--- src/rtl/trirast_pkg.sv ---
// ----------------------------------------------------------------------------
// trirast_pkg
// Shared types and constants of the triangle coverage rasterizer: field
// widths, opcodes, register indexes and the job record passed front to back.
// ----------------------------------------------------------------------------
package trirast_pkg;

    // image and mask geometry
    localparam int MAX_WIDTH  = 64;
    localparam int MAX_HEIGHT = 64;
    localparam int COL_W      = $clog2(MAX_WIDTH);
    localparam int ROW_W      = $clog2(MAX_HEIGHT);

    // fixed-point formats: vertices are Q12.4, edge values are exact products
    localparam int COORD_W    = 16;
    localparam int FRAC_W     = 4;
    localparam int HALF_PIXEL = 8;
    localparam int DIFF_W     = COORD_W + 1;
    localparam int PROD_W     = 2 * DIFF_W;
    localparam int EDGE_W     = PROD_W + 2;
    localparam int BOX_W      = 14;

    // configuration
    localparam int CFG_W = 7;

    // stream widths
    localparam int IN_DATA_W  = 104;
    localparam int OUT_DATA_W = 72;

    // job queue between front and back
    localparam int QUEUE_DEPTH = 2;
    localparam int QPTR_W      = (QUEUE_DEPTH > 1) ? $clog2(QUEUE_DEPTH) : 1;
    localparam int QCNT_W      = $clog2(QUEUE_DEPTH + 1);

    // result status codes
    localparam logic STATUS_DONE       = 1'b0;
    localparam logic STATUS_DEGENERATE = 1'b1;

    typedef enum logic [1:0] {
        OP_DRAW  = 2'd0,
        OP_READ  = 2'd1,
        OP_CLEAR = 2'd2
    } opcode_t;

    typedef enum logic {
        REG_IMAGE_WIDTH  = 1'b0,
        REG_IMAGE_HEIGHT = 1'b1
    } cfg_reg_t;

    typedef logic signed [COORD_W-1:0] coord_t;
    typedef logic signed [DIFF_W-1:0]  diff_t;
    typedef logic signed [PROD_W-1:0]  prod_t;
    typedef logic signed [EDGE_W-1:0]  edge_t;
    typedef logic signed [BOX_W-1:0]   box_t;
    typedef logic [COL_W-1:0]          col_t;
    typedef logic [ROW_W-1:0]          row_t;
    typedef logic [MAX_WIDTH-1:0]      row_bits_t;

    // one classified item, ready for the row walker
    typedef struct packed {
        opcode_t         opcode;
        logic            degenerate;
        logic            box_empty;
        col_t            lx;
        col_t            hx;
        row_t            ly;
        row_t            hy;
        row_t            row_index;
        edge_t [2:0]     base;
        diff_t [2:0]     dx;
        diff_t [2:0]     dy;
    } job_t;

endpackage

--- src/rtl/trirast_fifo.sv ---
// ----------------------------------------------------------------------------
// trirast_fifo
// Short job queue that lets the setup front and the row walker stall
// independently of each other.
// ----------------------------------------------------------------------------
module trirast_fifo (
    input  logic              aclk,
    input  logic              aresetn,
    input  logic              push,
    input  trirast_pkg::job_t push_job,
    output logic              full,
    input  logic              pop,
    output trirast_pkg::job_t head_job,
    output logic              not_empty
);

    trirast_pkg::job_t entry_reg [trirast_pkg::QUEUE_DEPTH];
    logic [trirast_pkg::QPTR_W-1:0] wr_ptr_reg, rd_ptr_reg;
    logic [trirast_pkg::QCNT_W-1:0] count_reg;

    logic do_push, do_pop;

    assign full      = (count_reg == trirast_pkg::QCNT_W'(trirast_pkg::QUEUE_DEPTH));
    assign not_empty = (count_reg != '0);
    assign do_push   = push && !full;
    assign do_pop    = pop && not_empty;
    assign head_job  = entry_reg[rd_ptr_reg];

    function automatic logic [trirast_pkg::QPTR_W-1:0] bump(
        input logic [trirast_pkg::QPTR_W-1:0] ptr
    );
        if (ptr == trirast_pkg::QPTR_W'(trirast_pkg::QUEUE_DEPTH - 1)) begin
            return '0;
        end
        return ptr + 1'b1;
    endfunction

    // pointers and fill level
    always_ff @(posedge aclk) begin
        if (!aresetn) begin
            wr_ptr_reg <= '0;
            rd_ptr_reg <= '0;
            count_reg  <= '0;
        end else begin
            if (do_push) wr_ptr_reg <= bump(wr_ptr_reg);
            if (do_pop)  rd_ptr_reg <= bump(rd_ptr_reg);
            if (do_push && !do_pop) begin
                count_reg <= count_reg + 1'b1;
            end else if (do_pop && !do_push) begin
                count_reg <= count_reg - 1'b1;
            end
        end
    end

    // storage
    always_ff @(posedge aclk) begin
        if (do_push) entry_reg[wr_ptr_reg] <= push_job;
    end

endmodule

--- config.mk ---
export PLATFORM = sky130hd
export DESIGN_NAME = trirast_fifo
export DESIGN_NICKNAME = d
export VERILOG_FILES = /design/src/rtl/trirast_pkg.sv /design/src/rtl/trirast_fifo.sv
export SDC_FILE = /design/constraint.sdc
export NUM_CORES = 1
export LEC_CHECK = 0
export BUFFER_PORTS_ARGS = -buffer_cell sky130_fd_sc_hd__clkbuf_2
export CAP_MARGIN = 20
export CORE_AREA = 5 5 245 152
export CTS_BUF_LIST = sky130_fd_sc_hd__clkbuf_8
export DETAILED_ROUTE_END_ITERATION = 8
export DIE_AREA = 0 0 250 157
export PLACE_DENSITY = 0.81
export SLEW_MARGIN = 20
export SYNTH_ARGS = -nofsm -noshare
export SYNTH_HDL_FRONTEND = slang
export SYNTH_SLANG_ARGS = --single-unit
export TNS_END_PERCENT = 5
--- constraint.sdc ---
create_clock -name aclk -period 13.65 [get_ports aclk]
set_input_delay 1.365 -clock aclk [delete_from_list [all_inputs] [get_ports aclk]]
set_output_delay 1.365 -clock aclk [all_outputs]
set_load 0.05 [all_outputs]
==> metrics.md, run 1 <==
| Metric | Value |
|---|---|
| Status | `finished clean` |
| Core Region | `0.0345 mm^2` |
| GRT Total Usage | `0.197` |
| FP Rows | `53` |
| ANT nets after route | `0` |
| Final Wtd Congestion | `0.789` |
| Hold depth | `2` |
| Rel. slew slack | `0.279` |
| Fin crit period | `just over 5 ns` |
| Number of global-route vias before repair | `10100` |
| Filler cell count | `about 2300` |
| WL per Instance | `21.8 um` |
| Delay-heaviest family, CP | `buffers and inverters` |
| Fraction of layout cells with a size suffix above 1 | `0.609` |
| Top cells by area, synth | `edfxtp_1, mux2_4, mux2_2` |
| Top_reg_cell synth | `edfxtp_1` |
| Most frequent cells in the layout | `clkbuf_2, edfxtp_1, mux2_4, mux2_2, clkbuf_8` |
| Initial antenna violation count | `3` |
| Setup tns final | `0 ns` |
| Die Area | `0.0393 mm^2` |
| Pwr dens | `roughly 220 mW/mm^2` |
| Synthesized instance count | `784` |
| Nets | `approximately 1600` |
| Num CTS Buffers | `71` |
| Post-route design area | `approximately 0.023 mm^2` |
| Final Power | `0.00490 W` |
| Bufs on Longest Clock Path | `3` |
| Die width | `~250 um` |
| Slowest stage delay, CP | `0.95 ns` |
| Maximum vdd drop | `approximately 0.19 mV` |
| GRT overflow | `0` |
| Dpl hpwl | `28300 um` |
| Async SR Flop Fraction | `0` |
| Element type at the critical path start | `flip-flop` |
| Area Overhead vs Synth | `22.8%` |
| Synth Area per Inst | `23.6 um^2` |
| RSZ-0062 raised after global routing | `false` |
| Mapped Area | `0.0185 mm^2` |
| Hold Fails Final Rpt | `0` |
| Pin count of the biggest net entering global routing | `84` |
| Skew-Pair Late Insertion Delay | `0.61 ns` |
| Post-synth top area share | `0.792` |
| Seq/Total Area, Yosys | `0.798` |
| CP arrival | `3.80 ns` |
| Post-synth net total | `roughly 1000` |
| Setup Fix Bufs, Post-CTS | `0` |
| CP Max Fanout | `57` |
| DRT Pass-1 Iters | `4` |
| Clock Sink Count | `493` |
| Worst path most repeated cell | `buf_4` |
| Starting Density | `0.535` |
| Max_cap viols | `0` |
| Detailed-route via count | `9400` |
| DRC errors left | `0` |
| Static leakage | `8.98 nW` |
| WP data required | `12.28 ns` |
| Synthesis Warnings | `0` |
| Number of H-tree levels | `3` |
| Synth Register Bits | `493` |
| Placed cell area | `0.0214 mm^2` |
| Slowest stage cell, crit path | `buf_4` |
| Leading cell type in the layout, fill and taps excluded | `clkbuf_2` |
| Crit end category | `output pin` |
| Via density | `5.07` |
| IO Count | `between 400 and 500` |
| Worst-path clk slew | `0.06 ns` |
| Part of the cycle the worst path needs | `0.379` |
| IO Port Bufs | `493` |
| Path depth of the worst reg2reg path | `5` |
| HP Class | `reg -> reg` |
| CTS Hold Bufs | `0` |
| Die H | `157 um` |
| Final wirelength | `between 40000 and 50000 um` |
| Fmax | `0.193 GHz` |
| CTS root buf | `clkbuf_8` |
| Post-synth EDFFs | `488` |
| WP buf/inv | `3` |
| Crit path cell chain | `buf_4 -> buf_4 -> mux2_4 -> clkbuf_2` |
| CTS tree | `built` |
| Crit Path Class | `reg -> out` |
| Final setup fails | `0` |
| Worst Slack Setup Final | `8.48 ns` |
| Pre-CTS setup slack | `8.92 ns` |
| Post-CTS sizing | `0` |
| Largest register FFs | `488` |
| CP Depth | `4` |
| Post-synthesis cell type count | `22` |
| Max Slew Vio Count | `0` |
| Initial drt markers | `592` |
| Global-route wire length before repair | `58700 um` |
| Clock skew | `roughly 0.020 ns` |
| Actual slew at the worst max-slew pin | `1.08 ns` |
| Post-synth top area cell | `edfxtp_1` |
-- area by class of cell --
| class | instances | area (um^2) | share of cell area |
|---|---|---|---|
| inverters | 2 | 7.51 | 0.000331 |
| clock inverters | 52 | 295 | 0.0130 |
| flip-flops and latches | 493 | 14800 | 0.650 |
| well taps | 467 | 584 | 0.0257 |
| repair buffers | 504 | 2570 | 0.113 |
| multi-input cells | 262 | 3490 | 0.154 |
| diodes | 1 | 2.50 | 0.000110 |
| clock buffers | 73 | 1000 | 0.0442 |
-- where the power goes --
group / leakage [nW] / switching [W] / internal [W]
combinational: 3.63 / 0.00131 / 0.000540
sequential: 4.60 / 0.0000694 / 0.00191
clock: 0.755 / 0.000536 / 0.000541
-- cells in the mapped netlist, types with 2 or more instances --
| cell type | instances |
|---|---|
| buf_2 | 8 |
| buf_6 | 19 |
| dfxtp_1 | 5 |
| xnor2_1 | 2 |
| inv_1 | 2 |
| mux2_2 | 84 |
| edfxtp_1 | 488 |
| mux2_4 | 160 |
| and2_1 | 3 |
-- per-layer routing --
layer | global-route usage | vias to the layer above | wire, um
met5 | 0 | - | 43
met4 | 0.0605 | 6 | 864
met3 | 0.0682 | 75 | 3370
met2 | 0.350 | 378 | 21300
met1 | 0.230 | 4698 | 14800
li1 | - | 4243 | -
-- per-stage QoR --
| stage | hold slack [ns] | utilization | std cells |
|---|---|---|---|
| 6_report | 0.544 | 0.657 | 1854 |
| 3_5_place_dp | 0.535 | 0.619 | 1727 |
| 2_1_floorplan | 0.479 | - | 784 |
| 5_1_grt | 0.601 | 0.657 | 1853 |
| 4_1_cts | 0.551 | 0.656 | 1852 |
| 3_3_place_gp | 0.498 | 0.619 | 1727 |
-- final timing paths --
check	from	endpoint	slack, ns
max	flip-flop	head_job[96]	8.48
min	count_reg[1]	count_reg[1]	0.54
max reg2reg	count_reg[0]	entry_reg[0][70]	9.85
min reg2reg	count_reg[1]	count_reg[1]	0.54
-- cells by family (layout without fill, tap and decap cells) --
family / Yosys count / after routing / synth area share
fa+ha+maj: 1 / 1 / 0.000676
xor+xnor: 3 / 3 / 0.00142
compound gates: 5 / 5 / 0.00176
flops: 493 / 493 / 0.798
simple gates: 9 / 9 / 0.00311
mux: 244 / 244 / 0.181
buf+inv: 29 / 631 / 0.0141
other cells: 0 / 1 / 0
-- worst min-delay path, delay by kind of cell, from the launching register on --
family | cells | cell delay, ns
compound gates | 2 | 0.15
flops | 1 | 0.34
Power figures use the tool's default switching activity.
==> run 2, diff against run 1 <==
==> constraint.sdc (replaced) <==
create_clock -name aclk -period 4.94 [get_ports aclk]
set_input_delay 0.494 -clock aclk [delete_from_list [all_inputs] [get_ports aclk]]
set_output_delay 0.494 -clock aclk [all_outputs]
set_load 0.05 [all_outputs]
==> run 2 against run 1 <==
Worst setup slack got worse by 6.7 ns. Via count decreased by 0.78%. Utilization increased by 0.21 points. Clock skew increased by 0.0080 ns. Global-route usage decreased by 0.098 points. Sequential share of layout area decreased by 0.20 points. Wire length decreased by 1.4%. Largest cell class unchanged. Combinational power increased to 2.8 times the previous value. First-iteration DRC count increased by 6.1%. Highest routed layer unchanged. Critical endpoint is now head_job[221]. Power increased to 2.8 times the previous value.
==> metrics.md, run 2 (synthesized netlist as in run 1, its figures left out) <==
| Metric | Value |
|---|---|
| Max_cap viols | `0` |
| Setup tns final | `0 ns` |
| Dpl hpwl | `27600 um` |
| Die H | `157 um` |
| Maximum vdd drop | `0.420 mV` |
| Crit end category | `output pin` |
| Fin crit period | `about 3.2 ns` |
| Final Wtd Congestion | `0.795` |
| WP data required | `4.45 ns` |
| Via density | `just over 5` |
| Fraction of layout cells with a size suffix above 1 | `0.608` |
| Hold path endpoint | `entry_reg[1][232]` |
| DRC errors left | `0` |
| R2r startpoint | `count_reg[0]` |
| Final hold slack | `0.0704 ns` |
| Die width | `250 um` |
| FP Rows | `53` |
| Hold depth | `1` |
| Max Slew Vio Count | `0` |
| RSZ-0062 raised after global routing | `false` |
| HP Class | `in -> reg` |
| Clock Sink Count | `493` |
| Crit Path Class | `reg -> out` |
| IO Count | `494` |
| Pre-CTS setup slack | `2.38 ns` |
| Hold_sp | `push_job[232]` |
| WL per Instance | `21.5 um` |
| Detailed-route via count | `9327` |
| Global-route wire length before repair | `around 59000 um` |
| Initial drt markers | `628` |
| ANT nets after route | `0` |
| Skew-Pair Late Insertion Delay | `0.61 ns` |
| Final setup fails | `0` |
| Num CTS Buffers | `72` |
| CTS root buf | `clkbuf_8` |
| Clock skew | `about 0.028 ns` |
| Final wirelength | `around 40000 um` |
| Worst Slack Setup Final | `1.75 ns` |
| CP Max Fanout | `73` |
| Fmax | `between 0.3 and 0.4 GHz` |
| Rel. slew slack | `0.359` |
| Number of H-tree levels | `3` |
| R2R setup slack | `2.68 ns` |
| Filler cell count | `between 2000 and 2500` |
| Final Power | `0.0136 W` |
| Static leakage | `8.97 nW` |
| CTS tree | `built` |
| Path depth of the worst reg2reg path | `3` |
| Area Overhead vs Synth | `23.2%` |
| Pwr dens | `596 mW/mm^2` |
| Number of global-route vias before repair | `10100` |
| GRT overflow | `0` |
| Largest register FFs | `just under 500` |
| GRT Total Usage | `0.196` |
| Worst-path clk slew | `0.06 ns` |
| Element type at the critical path start | `flip-flop` |
| Initial antenna violation count | `1` |
| Reg-to-Reg End | `entry_reg[1][30]` |
| Post-route design area | `0.0228 mm^2` |
| Actual slew at the worst max-slew pin | `between 0.9 and 1 ns` |
| Placed cell area | `0.0214 mm^2` |
| CP arrival | `2.70 ns` |
| DRT Pass-1 Iters | `5` |
| Part of the cycle the worst path needs | `0.646` |
| Hold Fails Final Rpt | `0` |
| Nets | `1584` |
| Core Region | `around 0.035 mm^2` |
| Leading cell type in the layout, fill and taps excluded | `clkbuf_2` |
| Status | `finished clean` |
| Die Area | `0.0393 mm^2` |
| IO Port Bufs | `approximately 490` |
| N_diodes | `0` |
| Bufs on Longest Clock Path | `3` |
| Starting Density | `0.535` |
| Most frequent cells in the layout | `clkbuf_2, edfxtp_1, mux2_4, mux2_2, clkbuf_8` |
| Pin count of the biggest net entering global routing | `between 100 and 150` |
==> run 2: cell types whose count changed in the layout (fill, tap and decap cells not counted) <==
cell / change
clkinv_1: +3
clkbuf_8: +1
clkinvlp_4: +2
inv_8: +1
inv_1: -4
inv_6: -3
clkinv_4: +1
clkinv_2: -1
buf_16: -1
buf_4: -7
buf_12: +6
diode_2: -1
dlygate4sd3_1: +2
==> run 2: layout make-up <==
type / instances / area (um^2) / share of cell area
flip-flops and latches: 493 / 14800 / 0.648
well taps: 467 / 584 / 0.0256
inverters: 2 / 7.51 / 0.000330
clock inverters: 51 / 295 / 0.0130
repair buffers: 504 / 2630 / 0.115
multi-input cells: 262 / 3490 / 0.153
clock buffers: 74 / 1020 / 0.0447
==> run 2: what timing repair did <==
action,CTS,global route
buffers inserted,0,0
gates resized for setup,0,0
hold buffers,2,0
endpoints found under the hold margin,3,0
==> run 2: report_power, final <==
| part | internal, W | switching (W) |
|---|---|---|
| logic | 0.00150 | 0.00360 |
| registers | 0.00526 | 0.000191 |
| clock network | 0.00151 | 0.00150 |
==> run 2: metal layers <==
layer,track usage,wire length [um],vias up
met5,0,18,-
met4,0.0584,822,2
met3,0.0626,3140,61
met2,0.345,20900,393
met1,0.236,14900,4632
li1,-,-,4239
==> run 2: stage by stage <==
| stage | util | std cells |
|---|---|---|
| after global routing | 0.659 | 1853 |
| final | 0.659 | 1853 |
| after floorplan | - | 784 |
| after global placement | 0.621 | 1726 |
| after CTS | 0.659 | 1853 |
| after detailed placement | 0.621 | 1726 |
==> run 2: worst max-delay path: stages, from the launching register on <==
cell and delay, ns:
dfxtp_4 0.83, buf_12 0.48, mux2_2 0.40, clkbuf_2 0.24
==> run 2: worst max path at each step <==
stage / start / endpoint / slack (ns) / depth (start not counted)
2_1_floorplan: count_reg[0] / entry_reg[0][0] / -2.17 / 3
6_report: flip-flop / head_job[221] / 1.75 / 3
4_1_cts: flip-flop / head_job[221] / 1.69 / 3
5_1_grt: flip-flop / head_job[227] / 1.60 / 3
3_5_place_dp: flip-flop / head_job[228] / 2.38 / 3
3_3_place_gp: flip-flop / head_job[221] / 2.39 / 3
